## config.mk

```make
export PLATFORM = sky130hd
export DESIGN_NAME = tdfs_ctrl
export DESIGN_NICKNAME = d
export VERILOG_FILES = /design/src/tdfs_pkg.sv /design/src/tdfs_ctrl.sv
export SDC_FILE = /design/constraint.sdc
export NUM_CORES = 1
export LEC_CHECK = 0
export BUFFER_PORTS_ARGS = -buffer_cell sky130_fd_sc_hd__buf_2
export CAP_MARGIN = 20
export CORE_MARGIN = 3
export CORE_UTILIZATION = 48
export CTS_CLUSTER_DIAMETER = 200
export DETAILED_ROUTE_END_ITERATION = 6
export PLACE_DENSITY = 0.83
export SLEW_MARGIN = 20
export SYNTH_ARGS = -nofsm -noshare
export SYNTH_HDL_FRONTEND = slang
export SYNTH_SLANG_ARGS = --single-unit
```

## constraint.sdc

```tcl
create_clock -name clock -period 3 [get_ports clock]
set_clock_uncertainty 0.05 [all_clocks]
set_input_delay 0.3 -clock clock [delete_from_list [all_inputs] [get_ports clock]]
set_output_delay 0.3 -clock clock [all_outputs]
set_load 0.01 [all_outputs]
```

## src/tdfs_pkg.sv

```systemverilog
// Shared widths, codes and control structs of the flush scheduler.
package tdfs_pkg;

   localparam int ID_W     = 10;
   localparam int CNT_W    = 11;
   localparam int ID_SPACE = 1 << ID_W;

   localparam logic MODE_ENQ   = 1'b0;
   localparam logic MODE_FLUSH = 1'b1;

   // memory write strobes produced by one evaluated word
   typedef struct packed {
      logic hfifo_we;
      logic lfifo_we;
      logic hmem_we;
      logic hmem_bit;
      logic lmem_we;
      logic lmem_bit;
   } wr_cmd_type;

   // result word of one evaluated item
   typedef struct packed {
      logic             inserted;
      logic             picked;
      logic [ID_W-1:0]  picked_id;
      logic             picked_high;
      logic             more_work;
      logic [CNT_W-1:0] high_count;
      logic [CNT_W-1:0] low_count;
   } result_type;

endpackage

```

## src/tdfs_ctrl.sv

```systemverilog
// Queue pointers, lengths, burst state and per-word evaluation.
module tdfs_ctrl #(
   parameter int NUM_IDS = 1024,
   localparam int DEPTH  = (NUM_IDS < tdfs_pkg::ID_SPACE) ? NUM_IDS : tdfs_pkg::ID_SPACE,
   localparam int ADDR_W = $clog2(DEPTH)
) (
   input  logic                      clock,
   input  logic                      reset,
   input  logic                      go,
   input  logic                      mode,
   input  logic [tdfs_pkg::ID_W-1:0] bucket_id,
   input  logic                      to_high,
   input  logic                      hmem_bit,
   input  logic                      lmem_bit,
   input  logic [tdfs_pkg::ID_W-1:0] hfifo_word,
   input  logic [tdfs_pkg::ID_W-1:0] lfifo_word,
   output logic [ADDR_W-1:0]         high_head,
   output logic [ADDR_W-1:0]         high_tail,
   output logic [ADDR_W-1:0]         low_head,
   output logic [ADDR_W-1:0]         low_tail,
   output tdfs_pkg::wr_cmd_type      wr_cmd,
   output tdfs_pkg::result_type      result
);
   import tdfs_pkg::*;

   localparam int LEN_W = $clog2(DEPTH + 1);

   logic [ADDR_W-1:0] hhead_ff, hhead_in, htail_ff, htail_in;
   logic [ADDR_W-1:0] lhead_ff, lhead_in, ltail_ff, ltail_in;
   logic [LEN_W-1:0]  hlen_ff, hlen_in, llen_ff, llen_in;
   logic [LEN_W-1:0]  budget_ff, budget_in;
   logic              burst_ff, burst_in;
   logic              in_range;
   logic              burst_now;

   function automatic logic [ADDR_W-1:0] step_ptr(input logic [ADDR_W-1:0] p);
      return (p == ADDR_W'(DEPTH - 1)) ? '0 : p + 1'b1;
   endfunction

   assign in_range  = (int'(bucket_id) < NUM_IDS);
   assign burst_now = burst_ff && !(hlen_ff == '0 && llen_ff == '0);

   // evaluate one word: push unique or pick next id
   always_comb begin
      hhead_in  = hhead_ff;
      htail_in  = htail_ff;
      lhead_in  = lhead_ff;
      ltail_in  = ltail_ff;
      hlen_in   = hlen_ff;
      llen_in   = llen_ff;
      budget_in = budget_ff;
      burst_in  = burst_ff;
      wr_cmd    = '0;
      result    = '0;
      if (mode == MODE_ENQ) begin
         if (to_high) begin
            if (in_range && !hmem_bit && hlen_ff != LEN_W'(DEPTH)) begin
               result.inserted = 1'b1;
               wr_cmd.hfifo_we = 1'b1;
               wr_cmd.hmem_we  = 1'b1;
               wr_cmd.hmem_bit = 1'b1;
               htail_in        = step_ptr(htail_ff);
               hlen_in         = hlen_ff + 1'b1;
            end
         end else begin
            if (in_range && !lmem_bit && llen_ff != LEN_W'(DEPTH)) begin
               result.inserted = 1'b1;
               wr_cmd.lfifo_we = 1'b1;
               wr_cmd.lmem_we  = 1'b1;
               wr_cmd.lmem_bit = 1'b1;
               ltail_in        = step_ptr(ltail_ff);
               llen_in         = llen_ff + 1'b1;
            end
         end
      end else begin
         if (hlen_ff != '0) begin
            // start a burst if none runs, then take from high
            if (!burst_now) begin
               budget_in = hlen_ff;
            end
            burst_in           = 1'b1;
            hhead_in           = step_ptr(hhead_ff);
            hlen_in            = hlen_ff - 1'b1;
            wr_cmd.hmem_we     = 1'b1;
            result.picked      = 1'b1;
            result.picked_id   = hfifo_word;
            result.picked_high = 1'b1;
            result.more_work   = (llen_ff != '0);
         end else begin
            // count the budget down, then serve low
            burst_in = burst_now;
            if (burst_now) begin
               budget_in = budget_ff - 1'b1;
               if (budget_ff == LEN_W'(1)) begin
                  burst_in = 1'b0;
               end
            end
            if (llen_ff != '0) begin
               lhead_in         = step_ptr(lhead_ff);
               llen_in          = llen_ff - 1'b1;
               wr_cmd.lmem_we   = 1'b1;
               result.picked    = 1'b1;
               result.picked_id = lfifo_word;
               result.more_work = 1'b1;
            end
         end
      end
      result.high_count = CNT_W'(hlen_in);
      result.low_count  = CNT_W'(llen_in);
   end

   // advance queue state when the word is committed
   always_ff @(posedge clock) begin
      if (reset) begin
         hhead_ff  <= '0;
         htail_ff  <= '0;
         lhead_ff  <= '0;
         ltail_ff  <= '0;
         hlen_ff   <= '0;
         llen_ff   <= '0;
         budget_ff <= '0;
         burst_ff  <= 1'b0;
      end else if (go) begin
         hhead_ff  <= hhead_in;
         htail_ff  <= htail_in;
         lhead_ff  <= lhead_in;
         ltail_ff  <= ltail_in;
         hlen_ff   <= hlen_in;
         llen_ff   <= llen_in;
         budget_ff <= budget_in;
         burst_ff  <= burst_in;
      end
   end

   assign high_head = hhead_ff;
   assign high_tail = htail_ff;
   assign low_head  = lhead_ff;
   assign low_tail  = ltail_ff;

endmodule

```

==> results of run 1 <==
## sequential cells by signal, summed over array words and instances (netlist names)
signal	flops
low_tail	10
llen_ff	11
hlen_ff	11
high_head	10
low_head	10
high_tail	10
## per-layer routing
layer / wire [um] / vias up
met5: 0 / -
met4: 235 / 0
met3: 864 / 25
met2: 5900 / 171
met1: 5170 / 2152
li1: - / 2250
## final cells by class
class	count	area, um2	share of cell area [%]
clock buffer	9	124	2.36
clock inverter	7	47.5	0.906
inverter	22	85.1	1.62
multi-input combinational	428	2820	53.7
sequential	62	1250	23.7
tap	105	131	2.50
timing repair buffer	142	796	15.2
## cells in the mapped netlist (all sizes together), types with 3 or more instances
| master | count | area [um2] |
|---|---|---|
| ha | 8 | 100 |
| a22o | 11 | 96.3 |
| xnor2 | 23 | 201 |
| nand3b | 4 | 30.0 |
| buf | 8 | 61.3 |
| a21o | 3 | 22.5 |
| and4 | 5 | 43.8 |
| o21ai | 19 | 95.1 |
| o31ai | 7 | 52.6 |
| nor2 | 62 | 233 |
| or2 | 4 | 25.0 |
| and3 | 15 | 93.8 |
| a31oi | 11 | 68.8 |
| xor2 | 20 | 175 |
| nor2b | 5 | 31.3 |
| clkbuf | 39 | 146 |
| or4b | 5 | 50.1 |
| mux2 | 5 | 56.3 |
| nand4 | 22 | 138 |
| nand3 | 22 | 110 |
| a211oi | 4 | 30.0 |
| or4 | 11 | 86.3 |
| o41ai | 3 | 41.3 |
| or3 | 7 | 43.8 |
| dfxtp | 62 | 1240 |
| nor4 | 14 | 87.6 |
| inv | 22 | 82.6 |
| nor3 | 26 | 130 |
| nand2 | 33 | 124 |
| nand2b | 4 | 25.0 |
| mux2i | 4 | 40.0 |
| a21oi | 33 | 165 |
| and2 | 8 | 50.1 |
| a311oi | 4 | 35.0 |
## worst reg2reg max path, stage by stage, from the launching register on
cell     delay, ps
dfxtp_1        320
inv_2           80
ha_4           150
or4b_4         480
or4_4          450
nand2_4        100
inv_2           70
buf_4          190
and2_0         250
a31o_2         320
nor2_1         120
## cells by family after synthesis
kind of cell | Yosys count | share of synthesized area (%)
muxes | 9 | 2.27
AOI/OAI and AO/OA | 114 | 18.3
adders and majority gates | 8 | 2.36
buffers and inverters | 69 | 6.85
xor gates and xnor gates | 43 | 8.88
DFF | 62 | 29.3
and+or+nand+nor | 254 | 32.1
## worst min path at each step
stage | slack (ps) | startpoint | end | cells past startpoint
floorplan | 450 | high_tail[5] | high_tail[5] | 2
global placement | 420 | high_head[1] | high_head[1] | 2
detailed placement | 430 | high_tail[5] | high_tail[5] | 2
CTS | 350 | lmem_bit | llen_ff[8] | 5
global route | 390 | lmem_bit | llen_ff[8] | 5
finish | 350 | lmem_bit | llen_ff[8] | 5
## report_power, final
group          internal (uW)  total [uW]  switching, uW
combinational           1360        3090           1740
sequential               922        1060            139
clock                    300         670            369
total                   2580        4830           2250
## placed cells by master (no fill, tap or decap), drive strengths merged, types with 7 or more instances in the layout
cell | synthesis | layout
a22o | 11 | 11
dfxtp | 62 | 62
inv | 22 | 24
and3 | 15 | 15
nand2 | 33 | 33
nor4 | 14 | 14
ha | 8 | 8
nor2 | 62 | 62
or4 | 11 | 11
nand3 | 22 | 22
a31oi | 11 | 11
nand4 | 22 | 22
clkbuf | 39 | 9
a21oi | 33 | 33
or3 | 7 | 7
and2 | 8 | 8
o21ai | 19 | 19
xnor2 | 23 | 23
nor3 | 26 | 26
o31ai | 7 | 7
buf | 8 | 142
xor2 | 20 | 20
## repair_timing
item,4_1_cts,5_1_grt
cloned,0,0
hold buffers,0,0
pin swaps,1,3
endpoints found under the setup margin,23,24
buffers inserted,0,2
resized for setup,10,19
## per-stage QoR
step | cell area (um2) | hold WS [ps] | utilization [%] | instances
3_3_place_gp | 4940 | 421 | 59.0 | 757
5_1_grt | 5250 | 389 | 62.6 | 775
6_report | 5250 | 355 | 62.6 | 775
3_5_place_dp | 4940 | 431 | 59.0 | 757
2_1_floorplan | 4240 | 454 | - | 559
4_1_cts | 5160 | 346 | 61.5 | 773
==> results_tabular.tex, run 1 <==
\begin{tabular}{lr}
\hline
Metric & Value \\
\hline
\multicolumn{2}{l}{\textbf{Critical path}} \\
\quad Critical register-to-register path startpoint & llen\_ff[0] \\
\quad Worst setup EP type & output pin \\
\quad Critical Path Start Type & flop \\
\quad Cells along the critical path & inv\_2 > ha\_4 > or4b\_4 > or4\_4 > nand2\_4 > inv\_2 > a221oi\_1 > nor2\_1 > buf\_2 \\
\quad Setup crit end & result[1] \\
\quad Launching instance or port of the critical path & llen\_ff[0] \\
\quad Signal arrival time at the worst endpoint & 2570 ps \\
\quad Crit-path leading delay family & simple AND/OR/NAND/NOR gates \\
\quad Crit path required time & 2650 ps \\
\quad Maximum single-stage delay on the critical path & 480 ps \\
\quad Worst-case register-to-register setup slack & 360 ps \\
\quad Logic depth of the worst register-to-register path & 10 \\
\quad Slowest CP cell & or4b\_4 \\
\quad Total stage count of the critical path & 9 \\
\quad Maximum fanout along the worst path & 5 \\
\quad Worst setup path class & reg2out \\
\quad Worst reg2reg endpoint & low\_tail[4] \\
\quad Buffer and inverter count on the worst path & 3 \\
\quad Critical Path Most Common Cell & inv\_2 \\
\multicolumn{2}{l}{\textbf{Logic synthesis}} \\
\quad Number of synthesized flops with an enable pin & 0 \\
\quad Nets in the synthesized netlist & 604 \\
\quad Post-Syn Area per Cell & roughly 7.6 um2 \\
\quad Netlist area before placement & 4240 um2 \\
\quad Count of cell types in the netlist & 58 \\
\quad Sequential cell area fraction in the yosys report & between 20\% and 30\% \\
\quad Cells after Synth & 559 \\
\quad Count of synthesis-stage warnings from yosys & 0 \\
\quad Most common flop cell mapped by yosys & dfxtp\_1 \\
\quad Fraction of synthesis flops using an asynchronous set or reset pin & 0\% \\
\quad Number of flip-flops and latches in the synthesized netlist & between 60 and 70 \\
\multicolumn{2}{l}{\textbf{Detailed routing}} \\
\quad Detailed-routing iteration count for the pre-antenna-repair pass & 5 \\
\quad Final WL & approximately 12,000 um \\
\quad DRC violations left & 0 \\
\quad Detail Route Antenna Nets & 0 \\
\quad Overall via count from detail\_route & 4,598 \\
\quad Routed WL per cell & between 15 and 20 um \\
\quad Mean number of vias per cell & 5.93 \\
\quad Number of DRC markers in iteration 0 & $\sim$330 \\
\multicolumn{2}{l}{\textbf{Clocking}} \\
\quad Clock net sink count & 62 \\
\quad Clock latency reported for the late side of the worst-skew pair & 360 ps \\
\quad \# H-tree levels & 3 \\
\quad Clk slew on worst S/H paths & around 80 ps \\
\quad CTS tree & built \\
\quad CTS buffer count & 9 \\
\quad Cell at the root of the clock tree & clkbuf\_8 \\
\quad Maximum number of buffers from clock root to sink & 2 \\
\multicolumn{2}{l}{\textbf{Finish}} \\
\quad Antenna cell count & 0 \\
\quad Share of post-route cells with drive strength above 1 & 29.9\% \\
\quad Filler cell count & $\sim$730 \\
\quad Area Growth Syn to Fin & 23.8\% \\
\quad Number of nets in the layout & 710 \\
\multicolumn{2}{l}{\textbf{Placement}} \\
\quad DP Worst Slack & 63.1 ps \\
\quad Routability cong. & 0.933 \\
\quad PortBufs & 108 \\
\quad DPL Wire Length & 8940 um \\
\multicolumn{2}{l}{\textbf{Floorplanning}} \\
\quad Horiz. Die Dim & $\sim$100 um \\
\quad Num rows & 33 \\
\quad Core footprint & 8380 um2 \\
\quad Height of the chip & 100 um \\
\quad Io pins & around 120 \\
\quad Effective utilization at floorplan & about half \\
\quad Floorplan die area & 10000 um2 \\
\multicolumn{2}{l}{\textbf{Outcome}} \\
\quad Status & completed \\
\multicolumn{2}{l}{\textbf{Global route}} \\
\quad Most heavily used metal layer in global routing & met2 \\
\quad GRT Resource Usage Total & 24.3\% \\
\quad Via count of the first global-routing pass & 4,246 \\
\quad Met3 track utilization from global routing & 4.59\% \\
\quad Global-route wire length before repair & 20,000 um \\
\quad Met2 usage & 40.1\% \\
\quad Overflow after GRT & 0 \\
\quad Number of antenna violations at the first check in global routing & 0 \\
\quad Grt met1 use & 31.7\% \\
\quad Largest net degree at the start of global routing & between 40 and 50 \\
\multicolumn{2}{l}{\textbf{STA}} \\
\quad Total Neg Setup Slack & 0 ps \\
\quad Number of hold violations in the final report & 0 \\
\quad Final period utilization & 97.3\% \\
\quad Relative slew slack & slightly above 50\% \\
\quad Number of pins with negative max-slew slack in the final report & 0 \\
\quad Max Clk Rate & 343 MHz \\
\quad Setup violations, final & 0 \\
\quad RSZ-0062 raised after global routing & no \\
\quad Worst-Margin Slew & 727 ps \\
\quad Worst Setup Slack, final & 80.5 ps \\
\quad Crit path time final & 2920 ps \\
\multicolumn{2}{l}{\textbf{Run}} \\
\quad Number of max-cap violations & 0 \\
\multicolumn{2}{l}{\textbf{Pwr}} \\
\quad IR Drop Worst-Case VDD & 0.406 mV \\
\quad Total power of the final layout & 4830 uW \\
\quad P\_leak & 0.00227 uW \\
\quad PwrDens & 919 nW/um2 \\
\multicolumn{2}{l}{\textbf{Min path}} \\
\quad Class of the tightest hold or removal check & in2reg \\
\hline
\end{tabular}
(Power assumes the default switching activity.)
==> run 2, diff against run 1 <==
ABC_AREA = 1   (was not set)
CTS_CLUSTER_SIZE = 10   (was not set)
==> results_tabular.tex, run 2 <==
\begin{tabular}{lr}
\hline
Metric & Value \\
\hline
\multicolumn{2}{l}{\textbf{Logic synthesis}} \\
\quad Post-synth top area cell & dfxtp\_1 \\
\quad Commonest cells post-synth & nand2\_1 (173), inv\_1 (86), nand3\_1 (74) \\
\quad Count of cell types in the netlist & 38 \\
\quad Post-Syn Area per Cell & 6.42 um2 \\
\quad Top-count cell post-synth & nand2\_1 \\
\quad Number of flip-flops and latches in the synthesized netlist & 62 \\
\quad Cells after Synth & 668 \\
\quad Sequential cell area fraction in the yosys report & between 20 and 30\% \\
\quad Fraction of post-synthesis cell area in the top cell type by area & 28.9\% \\
\quad Main area contributors after synthesis & dfxtp\_1 (29\%), nand2\_1 (15\%), nand3\_1 (8.6\%) \\
\quad Most common flop cell mapped by yosys & dfxtp\_1 \\
\quad Count of synthesis-stage warnings from yosys & 0 \\
\quad Fraction of synthesis flops using an asynchronous set or reset pin & 0\% \\
\quad Nets in the synthesized netlist & 713 \\
\quad Netlist area before placement & 4290 um2 \\
\quad Number of synthesized flops with an enable pin & 0 \\
\multicolumn{2}{l}{\textbf{Detailed routing}} \\
\quad Detailed-routing iteration count for the pre-antenna-repair pass & 5 \\
\quad Detail Route Antenna Nets & 0 \\
\quad Routed WL per cell & 13.5 um \\
\quad DRC violations left & 0 \\
\quad Number of DRC markers in iteration 0 & 220 \\
\quad Overall via count from detail\_route & 4,775 \\
\quad Final WL & 11,900 um \\
\quad Mean number of vias per cell & about 5.4 \\
\multicolumn{2}{l}{\textbf{Global route}} \\
\quad Global-route wire length before repair & between 15,000 and 20,000 um \\
\quad Largest net degree at the start of global routing & 40 \\
\quad Number of antenna violations at the first check in global routing & 0 \\
\quad Overflow after GRT & 0 \\
\quad GRT Resource Usage Total & 23.3\% \\
\quad Via count of the first global-routing pass & approximately 4,400 \\
\multicolumn{2}{l}{\textbf{Critical path}} \\
\quad Worst-case register-to-register setup slack & around 800 ps \\
\quad Critical register-to-register path startpoint & hlen\_ff[1] \\
\quad Crit path required time & 2650 ps \\
\quad Worst setup EP type & output pin \\
\quad Buffer and inverter count on the worst path & 3 \\
\quad Critical Path Start Type & flop \\
\quad Cells along the critical path & inv\_1 > ha\_1 > nand3\_4 > nor2\_8 > nand3\_2 > nor2\_4 > nand3\_1 > nand2\_1 > nand2\_1 > nand2\_1 > inv\_1 > buf\_2 \\
\quad Crit-path leading delay family & simple AND/OR/NAND/NOR gates \\
\quad Critical Path Most Common Cell & nand2\_1 \\
\quad Maximum single-stage delay on the critical path & 350 ps \\
\quad Logic depth of the worst register-to-register path & 11 \\
\quad Slowest CP cell & dfxtp\_1 \\
\quad Worst reg2reg endpoint & low\_head[7] \\
\quad Worst setup path class & reg2out \\
\quad Signal arrival time at the worst endpoint & 2360 ps \\
\quad Maximum fanout along the worst path & 15 \\
\multicolumn{2}{l}{\textbf{Min path}} \\
\quad Beginning of the worst hold path & reset \\
\quad Class of the tightest hold or removal check & in2reg \\
\quad End of the worst hold path & low\_tail[6] \\
\quad Count of cells along the worst hold path & 4 \\
\multicolumn{2}{l}{\textbf{Floorplanning}} \\
\quad Core footprint & 8460 um2 \\
\quad Io pins & 119 \\
\quad Num rows & 33 \\
\quad Height of the chip & 101 um \\
\quad Effective utilization at floorplan & 50.7\% \\
\quad Horiz. Die Dim & 101 um \\
\quad Floorplan die area & 10,100 um2 \\
\multicolumn{2}{l}{\textbf{Finish}} \\
\quad Antenna cell count & 0 \\
\quad Filler cell count & 788 \\
\quad Commonest non-fill, non-tap cell in the layout & nand2\_1 \\
\quad Leading registers by flop count & hlen\_ff: 11 flops, llen\_ff: 11 flops \\
\quad Commonest non-fill, non-tap cells in the layout & nand2\_1 (173), buf\_2 (108), inv\_1 (86), nand3\_1 (74), dfxtp\_1 (62) \\
\quad Number of nets in the layout & 819 \\
\quad Share of post-route cells with drive strength above 1 & 21.4\% \\
\quad Area of all placed cells without fillers & $\sim$5000 um2 \\
\quad Area Growth Syn to Fin & 19.4\% \\
\multicolumn{2}{l}{\textbf{STA}} \\
\quad Worst Setup Slack, final & 291 ps \\
\quad Final period utilization & 90.3\% \\
\quad Crit path time final & 2710 ps \\
\quad Setup violations, final & 0 \\
\quad Max Clk Rate & about 370 MHz \\
\quad Post-route worst hold slack & 380 ps \\
\quad Number of hold violations in the final report & 0 \\
\quad RSZ-0062 raised after global routing & no \\
\quad Number of pins with negative max-slew slack in the final report & 0 \\
\quad Total Neg Setup Slack & 0 ps \\
\quad Worst-Margin Slew & 748 ps \\
\quad Relative slew slack & 50.0\% \\
\multicolumn{2}{l}{\textbf{Placement}} \\
\quad Standard cell area after detailed placement & 4910 um2 \\
\quad Routability cong. & 0.908 \\
\quad DP Worst Slack & 687 ps \\
\quad PortBufs & about 110 \\
\quad DPL Wire Length & 8850 um \\
\multicolumn{2}{l}{\textbf{Clocking}} \\
\quad CTS tree & built \\
\quad Clock latency reported for the late side of the worst-skew pair & 340 ps \\
\quad Clk slew on worst S/H paths & 70 ps \\
\quad \# H-tree levels & 3 \\
\quad Post-cts resize count & 0 \\
\quad Clock net sink count & 62 \\
\quad CTS buffer count & 9 \\
\quad CTS hold repair buffers & 0 \\
\quad Maximum number of buffers from clock root to sink & 2 \\
\quad Cell at the root of the clock tree & clkbuf\_8 \\
\quad Post-CTS setup repair buffer count & 0 \\
\multicolumn{2}{l}{\textbf{Pwr}} \\
\quad PwrDens & 431 nW/um2 \\
\quad IR Drop Worst-Case VDD & 0.234 mV \\
\quad P\_leak & about 0.0027 uW \\
\multicolumn{2}{l}{\textbf{Outcome}} \\
\quad Status & completed \\
\multicolumn{2}{l}{\textbf{Run}} \\
\quad Number of max-cap violations & 0 \\
\hline
\end{tabular}
==> run 2: changes by cell type after synthesis, sizes merged, moves of 8 or more <==
cell and delta:
a21oi +18, and3 -13, xnor2 -22, nand3 +59, nand2 +145, a31oi -10, or4 -11, clkbuf -30
and2 -8, inv +78, nor3 -13, nor4 -14
==> run 2: per-stage QoR <==
step	power, uW	util (%)	std cells
2_1_floorplan	1240	-	668
6_report	2210	60.5	884
3_3_place_gp	1390	58.0	868
4_1_cts	2220	60.5	884
3_5_place_dp	1400	58.0	868
5_1_grt	2310	60.5	884
==> run 2: worst reg2reg max path, cell delays in order (launching register included) <==
cell and delay, ps:
dfxtp_1 350, inv_1 140, ha_1 250, nand3_4 120
nor2_8 180, nand3_2 120, nor2_4 350, nand2_2 160
nor2_4 150, nand2_1 80, o21ai_1 110, nor2_1 40
==> run 2: layout make-up <==
cell class / count / area, um2 / area share (%)
multi-input combinational: 491 / 2600 / 50.8
sequential: 62 / 1240 / 24.2
timing repair buffer: 110 / 556 / 10.8
inverter: 100 / 378 / 7.37
clock buffer: 12 / 145 / 2.83
tap: 105 / 131 / 2.56
clock inverter: 4 / 70.1 / 1.37
==> run 2: cell families (layout without fill, tap and decap cells) <==
group	count (synthesis)	in the layout	share of synthesized area, %
and+or+nand+nor	376	376	42.9
buffers and inverters	115	226	10.4
AOI/OAI and AO/OA	90	90	11.9
DFF	62	62	28.9
xor gates and xnor gates	17	17	3.47
adders and majority gates	8	8	2.33
==> run 2: per-layer routing <==
layer	share of wire [%]	track usage, %	vias to the layer above
met1	40	27.4	2163
met5	0	0	-
met3	9.4	4.78	9
met4	0.83	8.50	0
li1	-	-	2381
met2	50	41.6	222
==> run 2: how the worst max path moves through the flow <==
stage                     from    endpoint  slack [ps]  cells past startpoint
floorplan           hlen_ff[0]  result[25]        1040                      9
global placement    hlen_ff[0]   result[7]         740                     12
detailed placement  hlen_ff[0]   result[7]         690                     12
CTS                 hlen_ff[1]   result[7]         270                     12
global route        hlen_ff[1]   result[7]         120                     12
finish              hlen_ff[1]   result[7]         290                     12
==> run 2: power breakdown <==
part	switching [uW]	internal [uW]
Combinational	317	173
Clock	336	489
Sequential	42.8	853
==> run 3, diff against run 2 <==
RECOVER_POWER = 50   (was not set)
==> results_tabular.tex, run 3 (synthesis results as in run 2) <==
\begin{tabular}{lr}
\hline
Metric & Value \\
\hline
\multicolumn{2}{l}{\textbf{Outcome}} \\
\quad Status & completed \\
\multicolumn{2}{l}{\textbf{Detailed routing}} \\
\quad Routed metal-1 wirelength & around 4800 um \\
\quad Routed wire length on met3 & 1080 um \\
\quad WL met2 & 5790 um \\
\quad Top Metal Used & met4 \\
\quad Number of DRC markers in iteration 0 & 256 \\
\quad Mean number of vias per cell & 5.40 \\
\quad Detail Route Antenna Nets & 0 \\
\quad Overall via count from detail\_route & 4,773 \\
\quad Final WL & 11,800 um \\
\quad Routed WL per cell & 13.4 um \\
\quad Detailed-routing iteration count for the pre-antenna-repair pass & 5 \\
\quad DRC violations left & 0 \\
\multicolumn{2}{l}{\textbf{Global route}} \\
\quad Via count of the first global-routing pass & 4,351 \\
\quad Global-route wire length before repair & 19,300 um \\
\quad Overflow after GRT & 0 \\
\quad Largest net degree at the start of global routing & 40 \\
\quad Number of antenna violations at the first check in global routing & 0 \\
\quad GRT Resource Usage Total & 23.3\% \\
\multicolumn{2}{l}{\textbf{Clocking}} \\
\quad Clk slew on worst S/H paths & 80 ps \\
\quad CTS buffer count & 9 \\
\quad \# H-tree levels & 3 \\
\quad Clock latency reported for the late side of the worst-skew pair & $\sim$340 ps \\
\quad Post-cts resize count & 0 \\
\quad Maximum number of buffers from clock root to sink & 2 \\
\quad Clock net sink count & 62 \\
\quad CTS hold repair buffers & 0 \\
\quad CTS tree & built \\
\quad Cell at the root of the clock tree & clkbuf\_8 \\
\quad Post-CTS setup repair buffer count & 0 \\
\multicolumn{2}{l}{\textbf{Critical path}} \\
\quad Maximum fanout along the worst path & 10 \\
\quad Critical Path Start Type & flop \\
\quad Signal arrival time at the worst endpoint & 2360 ps \\
\quad Worst setup EP type & output pin \\
\quad Crit path required time & $\sim$2700 ps \\
\quad Worst setup path class & reg2out \\
\multicolumn{2}{l}{\textbf{Floorplanning}} \\
\quad Effective utilization at floorplan & 50.7\% \\
\quad Io pins & 119 \\
\quad Height of the chip & 101 um \\
\quad Num rows & 33 \\
\quad Floorplan die area & 10,100 um2 \\
\quad Core footprint & 8460 um2 \\
\quad Horiz. Die Dim & 101 um \\
\multicolumn{2}{l}{\textbf{Placement}} \\
\quad Routability cong. & $\sim$0.9 \\
\quad DPL Wire Length & approximately 8800 um \\
\quad Standard cell area after detailed placement & 4910 um2 \\
\quad Cell total after placement & $\sim$870 \\
\quad DP Worst Slack & between 600 and 700 ps \\
\quad PortBufs & around 110 \\
\multicolumn{2}{l}{\textbf{Finish}} \\
\quad Share of post-route cells with drive strength above 1 & 14.8\% \\
\quad Multi-input gate area in the final layout & 2510 um2 \\
\quad Area Growth Syn to Fin & 16.1\% \\
\quad Commonest non-fill, non-tap cell in the layout & nand2\_1 \\
\quad Filler cell count & 806 \\
\quad Area of all placed cells without fillers & 4980 um2 \\
\quad Area used by sequential logic in the layout & 1240 um2 \\
\quad Final Instance Count excl. Fillers & around 880 \\
\quad Number of nets in the layout & 819 \\
\quad Antenna cell count & 0 \\
\quad Leading registers by flop count & hlen\_ff: 11 flops, llen\_ff: 11 flops \\
\quad Commonest non-fill, non-tap cells in the layout & nand2\_1 (174), inv\_1 (90), nand3\_1 (75), buf\_2 (68), dfxtp\_1 (62) \\
\multicolumn{2}{l}{\textbf{Run}} \\
\quad Number of max-cap violations & 0 \\
\multicolumn{2}{l}{\textbf{STA}} \\
\quad Final period utilization & 90.3\% \\
\quad Worst-Margin Slew & 821 ps \\
\quad RSZ-0062 raised after global routing & no \\
\quad Max Clk Rate & around 370 MHz \\
\quad Number of pins with negative max-slew slack in the final report & 0 \\
\quad Number of hold violations in the final report & 0 \\
\quad Setup violations, final & 0 \\
\quad Post-route worst hold slack & between 300 and 400 ps \\
\quad Relative slew slack & $\sim$45\% \\
\quad Worst Setup Slack, final & 292 ps \\
\quad Crit path time final & around 2700 ps \\
\quad Total Neg Setup Slack & 0 ps \\
\multicolumn{2}{l}{\textbf{Pwr}} \\
\quad PwrDens & approximately 440 nW/um2 \\
\quad P\_leak & 0.00246 uW \\
\quad IR Drop Worst-Case VDD & approximately 0.24 mV \\
\multicolumn{2}{l}{\textbf{Min path}} \\
\quad Class of the tightest hold or removal check & in2reg \\
\hline
\end{tabular}
[run 3: cell type report]
| cell class | count | share of cell area [%] |
|---|---|---|
| Clock buffer | 12 | 2.91 |
| Clock inverter | 4 | 1.41 |
| Inverter | 100 | 7.58 |
| Multi-Input combinational cell | 491 | 50.4 |
| Sequential cell | 62 | 24.9 |
| Tap cell | 105 | 2.64 |
| Timing Repair Buffer | 110 | 10.1 |
[run 3: per-stage QoR]
step | util [%] | power [uW]
CTS | 60.5 | 2220
detailed placement | 58.0 | 1400
floorplan | - | 1240
global route | 58.9 | 2290
finish | 58.9 | 2200
global placement | 58.0 | 1390
[run 3: power by group]
group / switching (uW) / internal (uW) / total (uW)
clock network: 342 / 489 / 831
logic: 305 / 166 / 471
registers: 42.4 / 853 / 895
total: 689 / 1510 / 2200
[run 3: critical path: stages, from the launching register on]
cell and delay, ps:
dfxtp_1 340, inv_1 120, ha_1 210, nand2_1 70, nor2_1 330, nand3_4 230, nand2_1 220, a21oi_1 90
o21ai_0 110, nand2_1 130, buf_2 160
[run 3: metal layers]
metal  track usage (%)  up-vias
met4              8.50        0
met3              4.78       18
met5                 0        -
met1              27.4     2170
li1                  -     2384
met2              41.6      201
[run 3: final timing paths]
kind	end	slack, ps	cells after the start	startpoint
worst max-delay path	result[1]	290	10	llen_ff[1]
worst min register to register	low_head[5]	450	2	low_head[5]
worst max register to register	high_tail[0]	410	10	hlen_ff[0]
worst min-delay path	low_tail[6]	380	4	reset
